**src/rtl/wedbm_pkg.sv**
```systemverilog
package wedbm_pkg;

  localparam int CLS_W      = 8;
  localparam int NUM_CLASSES = 2 ** CLS_W;
  localparam int MAX_LEN    = 32;
  localparam int LEN_W      = $clog2(MAX_LEN + 1);
  localparam int REC_AW     = $clog2(MAX_LEN);
  localparam int MAX_CANDS  = 1024;
  localparam int CAND_W     = $clog2(MAX_CANDS);
  localparam int DIST_W     = 15;
  localparam int COST_W     = 9;
  localparam int CFG_W      = 15;
  localparam int CFG_IDX_W  = 2;
  localparam int COST_AW    = 2 * CLS_W;

  localparam logic [DIST_W-1:0] DIST_MAX  = {DIST_W{1'b1}};
  localparam logic [COST_W-1:0] UNIT_COST = COST_W'(256);

  localparam logic [DIST_W-1:0] ACCEPT_RESET = DIST_W'(256);
  localparam logic [DIST_W-1:0] MARGIN_RESET = '0;
  localparam logic [CLS_W-1:0]  BLANK_RESET  = CLS_W'(255);

  localparam logic [1:0] FUNC_COST = 2'd0;
  localparam logic [1:0] FUNC_REC  = 2'd1;
  localparam logic [1:0] FUNC_CAND = 2'd2;

  localparam logic [CFG_IDX_W-1:0] CFG_ACCEPT = 2'd0;
  localparam logic [CFG_IDX_W-1:0] CFG_MARGIN = 2'd1;
  localparam logic [CFG_IDX_W-1:0] CFG_BLANK  = 2'd2;

  typedef struct packed {
    logic accept_cost;
    logic accept_rec;
    logic accept_cand;
    logic issue;
    logic rebuild;
    logic clear_idx;
    logic update_best;
    logic report;
  } cmd_t;

  typedef struct packed {
    logic idx_last;
    logic cand_ends;
  } status_t;

  // Saturating add of two distances; both operands stay below 2**DIST_W.
  function automatic logic [DIST_W-1:0] sat_add(logic [DIST_W-1:0] a,
                                                logic [DIST_W-1:0] b);
    logic [DIST_W:0] s;
    s = {1'b0, a} + {1'b0, b};
    return s[DIST_W] ? DIST_MAX : s[DIST_W-1:0];
  endfunction

endpackage

```
**src/rtl/wedbm_ctrl.sv**
```systemverilog
module wedbm_ctrl (
  input  logic               clk,
  input  logic               rst,
  input  logic               start,
  input  logic [1:0]         func,
  input  wedbm_pkg::status_t status,
  output wedbm_pkg::cmd_t    cmd,
  output logic               busy
);

  typedef enum logic [6:0] {
    IDLE  = 7'b0000001,
    CAND  = 7'b0000010,
    CWAIT = 7'b0000100,
    FIN   = 7'b0001000,
    REP   = 7'b0010000,
    REB   = 7'b0100000,
    RWAIT = 7'b1000000
  } state_t;

  state_t state, state_next;

  always_ff @(posedge clk) begin
    if (rst) begin
      state <= IDLE;
    end else begin
      state <= state_next;
    end
  end

  assign busy = (state != IDLE);

  always_comb begin
    state_next = state;
    cmd = '0;
    unique case (state)
      IDLE: begin
        if (start) begin
          unique case (func)
            wedbm_pkg::FUNC_COST: cmd.accept_cost = 1'b1;
            wedbm_pkg::FUNC_REC: begin
              cmd.accept_rec = 1'b1;
              cmd.clear_idx  = 1'b1;
              state_next     = REB;
            end
            wedbm_pkg::FUNC_CAND: begin
              cmd.accept_cand = 1'b1;
              cmd.clear_idx   = 1'b1;
              state_next      = CAND;
            end
            default: ;
          endcase
        end
      end
      CAND: begin
        cmd.issue = 1'b1;
        if (status.idx_last) begin
          state_next = CWAIT;
        end
      end
      CWAIT: begin
        state_next = status.cand_ends ? FIN : IDLE;
      end
      FIN: begin
        cmd.update_best = 1'b1;
        state_next = REP;
      end
      REP: begin
        cmd.report    = 1'b1;
        cmd.clear_idx = 1'b1;
        state_next    = REB;
      end
      REB: begin
        cmd.issue   = 1'b1;
        cmd.rebuild = 1'b1;
        if (status.idx_last) begin
          state_next = RWAIT;
        end
      end
      RWAIT: state_next = IDLE;
      default: state_next = IDLE;
    endcase
  end

endmodule

```
**config.mk**
```make
export PLATFORM = sky130hd
export DESIGN_NAME = wedbm_ctrl
export DESIGN_NICKNAME = d
export VERILOG_FILES = /design/src/rtl/wedbm_pkg.sv /design/src/rtl/wedbm_ctrl.sv
export SDC_FILE = /design/constraint.sdc
export NUM_CORES = 1
export LEC_CHECK = 0
export ABC_AREA = 1
export BUFFER_PORTS_ARGS = -buffer_cell sky130_fd_sc_hd__clkbuf_2
export CORE_AREA = 2 2 39 41
export DETAILED_ROUTE_END_ITERATION = 10
export DIE_AREA = 0 0 41 43
export PLACE_DENSITY = 0.68
export RECOVER_POWER = 50
export SLEW_MARGIN = 10
export SYNTH_ARGS = -nofsm -noshare
export SYNTH_HDL_FRONTEND = slang
export SYNTH_SLANG_ARGS = --single-unit
```
**constraint.sdc**
```tcl
create_clock -name clk -period 1 [get_ports clk]
set_input_delay 0 -clock clk [delete_from_list [all_inputs] [get_ports clk]]
set_output_delay 0 -clock clk [all_outputs]
set_load 0.05 [all_outputs]
```
* Yosys cells after proc, flatten, opt, wreduce, memory -nomap -nowiden
Index checks and enable logic that the tools add are counted.
** Operators by class
- Magnitude comparators :: 0
- Shift operators :: 0
- Bitwise logic cells :: 0
- Eq/ne operators :: 13
- Multiply operators :: 0
- $add $sub $neg :: 0
- Divide/modulo/power cells :: 0
- Reductions and logical operators :: 4
- Multiplexer cells :: 18
** Operator list (count)
- case mux 7 bit (6 select lines) :: 1
- two-way mux 7 bit :: 3
- case mux 7 bit (2 select lines) :: 1
- two-way mux 1 bit :: 9
- equality test 7 x 1 -> 1 bit (second input constant) :: 1
- equality test 7 x 2 -> 1 bit (second input constant) :: 1
- equality test 7 x 3 -> 1 bit (second input constant) :: 1
- equality test 7 x 4 -> 1 bit (second input constant) :: 1
- equality test 7 x 5 -> 1 bit (second input constant) :: 1
- equality test 7 x 6 -> 1 bit (second input constant) :: 1
- != test 7 x 1 -> 1 bit (second input constant) :: 1
- two-way mux 3 bit :: 2
- != test 2 bit (second input constant) :: 3
- two-way mux 4 bit :: 1
- AND reduction 4 bit :: 1
- OR reduction 2 bit :: 2
- != test 3 x 1 -> 1 bit (second input constant) :: 1
- equality test 2 x 1 -> 1 bit (second input constant) :: 1
- equality test 2 bit (second input constant) :: 1
- logical NOT 2 bit :: 1
- case mux 1 bit (2 select lines) :: 1
** Storage, ports and cells
- Output and inout bits :: 9
- Register bits after elaboration :: 7
- Bits in read-only memories :: 0
- Logic and storage cells :: 36
- RAM bits :: 0
- Memories kept :: 0
- Latch bits :: 0
- Bits of input ports :: 7

* Depth between registers and ports, before layout
Gate-level depths: netlist (run 1).
- Depth in word-level cells :: 5
- Gate-level depth with buffers :: 9
- Gate-level depth less buffers :: 9

* Worst setup path after synthesis (run 1)
No wires, ideal clock.
- Path type :: register to register
- From :: reg state[0]
- To :: reg state[0]
- Data required time :: 0.878 ns
- Cell stages (with the launch flop) :: 7
- Path buffers :: 0
- Slack :: -0.636 ns
- Arrival :: 1.513 ns
- Clock period less this slack :: 1.636 ns
- Library setup time :: 0.122 ns
- Cells stage by stage :: dfxtp_1 nor2_2 nand3_1 nor2_1 nor2_1 nand3b_1 nand3b_1
** Between the ends
- Word-level cells in the longest chain between the ends :: 3
- Elaborated cells between the ends (all ways) :: 12
- Those cells by class :: 10 x eq/ne; 1 x mux; 1 x reduce/logical
** RTL lines
- start, declared :: line wedbm_ctrl.sv:21 : state_t state, state_next;
- start signal, assigned :: line wedbm_ctrl.sv:27 : state <= state_next;
- equality test 7 x 1 -> 1 bit (tied with other cells) :: line wedbm_ctrl.sv:36 : unique case (state)
- != test 3 x 1 -> 1 bit (no line) or != test 2 bit (tied branches)
- AND reduction 4 bit (no line)
Several ways; a longest one is shown, not always the timed one.
A chain may end at the register's enable or synchronous reset.

==> results.yml, run 1 <==
sta:
  hold_violations: 0
  whs_ns: 0.0444
  rsz0062_at_grt: "yes"
  clock_skew_ns: 0.00492
  relSlewSlack_pct: 85.1
  timing_worst_slew_pin_value_ns: 0.223
  drv_slew: 0
  fin_ws_ns: -0.364
  post-route-period-util_pct: 136
  fmax_ghz: 0.733
  fin_crit_ns: 1.36
  finalSetupViolCount: 16
placement:
  numPortBuffers: 15
  place_hpwl_um: 1100
  gp_congestion: 0.849
  dp_slack_ns: -0.203
synthesis:
  synth_seq_cells: 7
  ys_types: 19
  async_flop_share_pct: 0
  ys_seq_area_share_pct: 25.5
  synth_flop_cell: "dfxtp_1"
  yosysWarningCount: 0
  netlist_top_cells_area: "dfxtp_1 26%, inv_1 12%, nand2_1 9.6%, nor2_1 7.5%, ha_1 6.8%"
  synth_top_cell_by_area: "dfxtp_1"
  syn_area_per_cell_um2: 6.54
  syn-num-nets: 94
  synth_top_area_share_pct: 25.5
  syn_inst: 84
  synth_area_um2: 549
  synth-edff-count: 0
cts:
  clkTransAtPathRegs_ns: 0.06
  cts_sinks: 7
  clk-insertion-delay-late_ns: 0.26
  cts_buffers: 3
  clockRootBuffer: "clkbuf_4"
  htreeDepth: 1
  cts_tree: "yes"
  cts_buffer_depth: 2
global_routing:
  grt_pass1_vias: 664
  globalRouteOverflowTotal: 0
  grt_pass1_wl_um: 2730
  grt_max_degree: 7
  antenna_found_initial: 0
  track_usage_pct: 23.7
setup_path:
  crit_buf_inv: 2
  reg2reg_from: "state[5]$_SDFFE_PP0P_"
  reg2regPathDepth: 7
  r2r_slack_ns: -0.21
  slowest_delay_ns: 0.37
  crit_fanout: 5
  worst_ep_required_time_ns: 1.00
  end_kind: "output pin"
  crit_type: "register to output pin"
  path_cells: "inv_4 -> nand3_4 -> nor2_4 -> nand3_1 -> nand2_2 -> clkbuf_16"
  start_kind: "register"
  cp.arrival_ns: 1.36
  critPathTopFamily: "simple AND/OR/NAND/NOR gates"
  crit_slowest_cell: "dfxtp_4"
  r2r-end: "state[0]$_SDFFE_PP1P_"
routing:
  wirelength_um: 1830
  avgRoutedWirePerCell_um: 14.1
  viasPerCell: 4.92
  vias: 639
  drc_errors: 0
  dr.first_iter.drc_count: 13
  dr.pass1.iters: 4
  ant_nets: 0
die:
  core_mm2: 0.00138
  row_count: 14
  die_area_mm2: 0.00176
  io_pins: 16
  die_w_um: 41
  start_util_pct: 39.7
  die_h_um: 43
worst_hold_path:
  hold_path_end: "state[5]$_SDFFE_PP0P_"
  hold_start: "status[1]"
  min_path_type: "input pin to register"
  holdPathStages: 4
cells_and_area:
  top_register: "state"
  largest_reg_flops: 7
  largestRegisters: "state (7)"
  final_nets: 125
  drive_gt1_share_pct: 60.5
  syn_to_final_growth_pct: 88.8
  nFillCells: 100
  final_util_pct: 75.0
  num_antenna_cells: 0
job:
  cap_violations: 0
power_and_ir_drop:
  p_leak_nw: 0.544
  p_per_area_mw_per_mm2: 2080
  vdd.ir_drop.worst_uv: 1350
status:
  violations: "setup timing"
  run_status: "finished with violations"
report_power, final:
group          switching [mW]  leakage [nW]  internal (mW)
registers              0.0825        0.0601          0.349
clock network           0.118        0.0150          0.153
logic                   0.873         0.469          0.586
total                    1.07         0.544           1.09
cell type report:
type | count | area (um2) | share of cell area [%]
tap | 16 | 20.0 | 1.93
sequential | 7 | 154 | 14.8
inverter | 21 | 91.3 | 8.81
timing repair buffer | 26 | 295 | 28.5
multi-input combinational | 56 | 450 | 43.4
clock buffer | 4 | 26.3 | 2.53
per-layer routing:
metal  part of all wire [%]  global-route usage [%]
met3                    3.8                    6.28
met1                     35                    21.2
met5                      0                       0
met2                     59                    43.1
met4                    2.6                    13.3
tightest hold or removal path, delay by kind of cell:
kind / cells / cell delay (ns)
AO/OA/AOI/OAI: 1 / 0.05
buffers and inverters: 2 / 0.15
AND/OR/NAND/NOR: 1 / 0.06
worst max-delay path by stage:
| stage | cells past startpoint | to | start | slack (ns) |
|---|---|---|---|---|
| 2_1_floorplan | 5 | cmd[6] | state[5]$_SDFFE_PP0P_ | -0.29 |
| 3_3_place_gp | 6 | cmd[5] | state[3]$_SDFFE_PP0P_ | -0.20 |
| 3_5_place_dp | 6 | cmd[5] | state[3]$_SDFFE_PP0P_ | -0.20 |
| 4_1_cts | 6 | cmd[5] | state[2]$_SDFFE_PP0P_ | -0.40 |
| 5_1_grt | 6 | cmd[5] | state[2]$_SDFFE_PP0P_ | -0.42 |
| 6_report | 6 | cmd[2] | state[5]$_SDFFE_PP0P_ | -0.36 |
through the flow:
| stage | instance area, um2 | TNS [ns] | cells | total power, mW |
|---|---|---|---|---|
| after CTS | 996 | -3.83 | 129 | 2.09 |
| after floorplan | 606 | -1.48 | 84 | 1.25 |
| after global placement | 753 | -1.96 | 122 | 1.49 |
| after global routing | 1040 | -4.49 | 130 | 2.27 |
| final | 1040 | -3.68 | 130 | 2.16 |
| after detailed placement | 753 | -2.18 | 122 | 1.51 |
Yosys cell counts, types with 3 or more instances:
library cell and n:
nor2_1 11, nand3_1 5, inv_1 17, dfxtp_1 7, nand2_1 14, inv_2 4, ha_1 3, nand2_2 4
nor2_2 3
layout by cell type (no fill, tap or decap), types with 4 or more instances in the layout:
cell type  instances
nor2_1             4
clkbuf_2           6
nand2_4            5
inv_1             14
clkbuf_16          4
nand2_1           11
buf_4              8
nor2_4             9
dfxtp_2            5
buf_8              4
nand3_2            4
cells by family (layout without fill, tap and decap cells):
group                    count (synthesis)  in the layout  synth area share, %
AND/OR/NAND/NOR                         50             50                 50.6
buffers and inverters                   21             51                 14.3
flip-flops                               7              7                 25.5
adder cells (fa/ha/maj)                  3              3                 6.83
AO/OA/AOI/OAI                            3              3                 2.73
repair_timing:
item,4_1_cts,5_1_grt
setup endpoints to repair,16,16
hold buffers,2,0
buffers inserted,1,1
pin swaps,10,1
endpoints found under the hold margin,3,0
gates cloned,0,0
gates resized for setup,42,12
Note: power is estimated with default switching activity, not from simulation.
==> inputs of run 2 (changes only) <==
- BUFFER_PORTS_ARGS: -buffer_cell sky130_fd_sc_hd__clkbuf_2 -> unset
- DONT_BUFFER_PORTS: unset -> 1
- PLACE_DENSITY: 0.68 -> unset
- PLACE_DENSITY_LB_ADDON: unset -> 0.08
==> results.yml, run 2 (synthesized netlist as in run 1, its figures left out) <==
status:
  run_status: "finished with violations"
  violations: "setup timing"
global_routing:
  grt.met2_usage_pct: 35.6
  grt_pass1_wl_um: 2390
  met3_usage_pct: 1.57
  track_usage_pct: 20.2
  busiest_layer: "met2"
  met1_usage_pct: 21.3
  grt_max_degree: 7
  globalRouteOverflowTotal: 0
  grt_pass1_vias: 647
  antenna_found_initial: 0
sta:
  fmax_ghz: 0.757
  hold_violations: 0
  clock_skew_ns: 0.00150
  finalSetupViolCount: 14
  relSlewSlack_pct: 78.7
  rsz0062_at_grt: "yes"
  drv_slew: 0
  timing_worst_slew_pin_value_ns: 0.317
  fin_ws_ns: -0.321
  fin_crit_ns: 1.32
  post-route-period-util_pct: 132
setup_path:
  cp.arrival_ns: 1.32
  slowest_delay_ns: 0.35
  crit_type: "register to output pin"
  crit_top_cell: "nand3_4"
  crit_slowest_cell: "dfxtp_2"
  path_cells: "inv_4 -> nand3_4 -> nor2_4 -> buf_4 -> nand3_4 -> nand2_8"
  end_kind: "output pin"
  crit_fanout: 4
  start_kind: "register"
  worst_ep_required_time_ns: 1.00
routing:
  vias: 626
  ant_nets: 0
  viasPerCell: 4.85
  avgRoutedWirePerCell_um: 11.3
  dr.pass1.iters: 4
  dr.first_iter.drc_count: 2
  drc_errors: 0
  wirelength_um: 1450
placement:
  dpl_cell_area_um2: 798
  place_inst: 118
  place_hpwl_um: 1140
  gp_congestion: 0.827
  dp_slack_ns: -0.191
  numPortBuffers: 0
cells_and_area:
  multi_input_area_um2: 452
  largest_reg_flops: 7
  top_register: "state"
  drive_gt1_share_pct: 54.9
  final-seq-area_um2: 151
  fin_cells: 129
  final_cell_mix: "14 x inv_1, 14 x buf_4, 11 x nand2_1, 8 x nor2_4"
  nFillCells: 111
  final_nets: 124
  syn_to_final_growth_pct: 83.4
  stdcell_area_mm2: 0.00101
  largestRegisters: "state (7)"
  num_antenna_cells: 0
power_and_ir_drop:
  p_per_area_mw_per_mm2: 2180
  total_power_mw: 2.20
  p_leak_nw: 0.511
  vdd.ir_drop.worst_uv: 1530
cts:
  cts_tree: "yes"
  cts_sinks: 7
  cts_buffer_depth: 2
  cts_buffers: 3
  htreeDepth: 1
  clk-insertion-delay-late_ns: 0.25
  clkTransAtPathRegs_ns: 0.05
  clockRootBuffer: "clkbuf_4"
die:
  row_count: 14
  start_util_pct: 39.7
  die_area_mm2: 0.00176
  core_mm2: 0.00138
  io_pins: 16
  die_h_um: 43
  die_w_um: 41
job:
  cap_violations: 0
worst_hold_path:
  min_path_type: "input pin to register"
-- run 2: report_power, final --
group / switching [mW] / leakage [nW] / internal [mW]
registers: 0.0795 / 0.0591 / 0.346
logic: 0.880 / 0.437 / 0.637
clock network: 0.105 / 0.0150 / 0.152
-- run 2: worst max-delay path: cells and delay by family (launching register included) --
| family | cells | cell delay (ns) |
|---|---|---|
| buf+inv | 2 | 0.23 |
| flops | 1 | 0.35 |
| simple gates | 4 | 0.49 |
-- run 2: repair_timing --
item | CTS | global route
setup endpoints to repair | 15 | 15
hold buffers | 3 | 0
hold endpoints to repair | 7 | 0
pin swaps | 6 | 4
setup buffers | 2 | 2
gates resized for setup | 23 | 10
-- run 2: path summary, 6_finish.rpt --
kind                            cells after the start  slack (ns)               endpoint                  start
worst max-delay path                                6       -0.32                 cmd[2]  state[5]$_SDFFE_PP0P_
worst min-delay path                                4        0.12  state[6]$_SDFFE_PP0P_                  start
worst max register to register                      7       -0.24  state[1]$_SDFFE_PP0P_  state[5]$_SDFFE_PP0P_
worst min register to register                      2        0.53  state[1]$_SDFFE_PP0P_  state[1]$_SDFFE_PP0P_
-- run 2: stage by stage --
step / utilization [%] / TNS, ns / hold WS (ns)
final: 72.8 / -3.45 / 0.120
after global routing: 72.8 / -4.32 / 0.158
after CTS: 68.4 / -3.79 / 0.109
after detailed placement: 57.7 / -1.32 / 0.0773
after global placement: 57.7 / -1.14 / 0.0713
after floorplan: - / -1.48 / 0.0691
-- run 2: area by class of cell --
class                      instances  share of cell area, %
tap                               16                   1.99
timing repair buffer              25                   26.5
clock buffer                       4                   2.61
multi-input combinational         56                   44.8
sequential                         7                   15.0
inverter                          21                   9.07
-- run 2: layer usage --
| metal | up-vias | wire length, um |
|---|---|---|
| li1 | 312 | - |
| met1 | 285 | 532 |
| met2 | 24 | 788 |
| met3 | 5 | 87 |
| met4 | 0 | 43 |
| met5 | - | 0 |
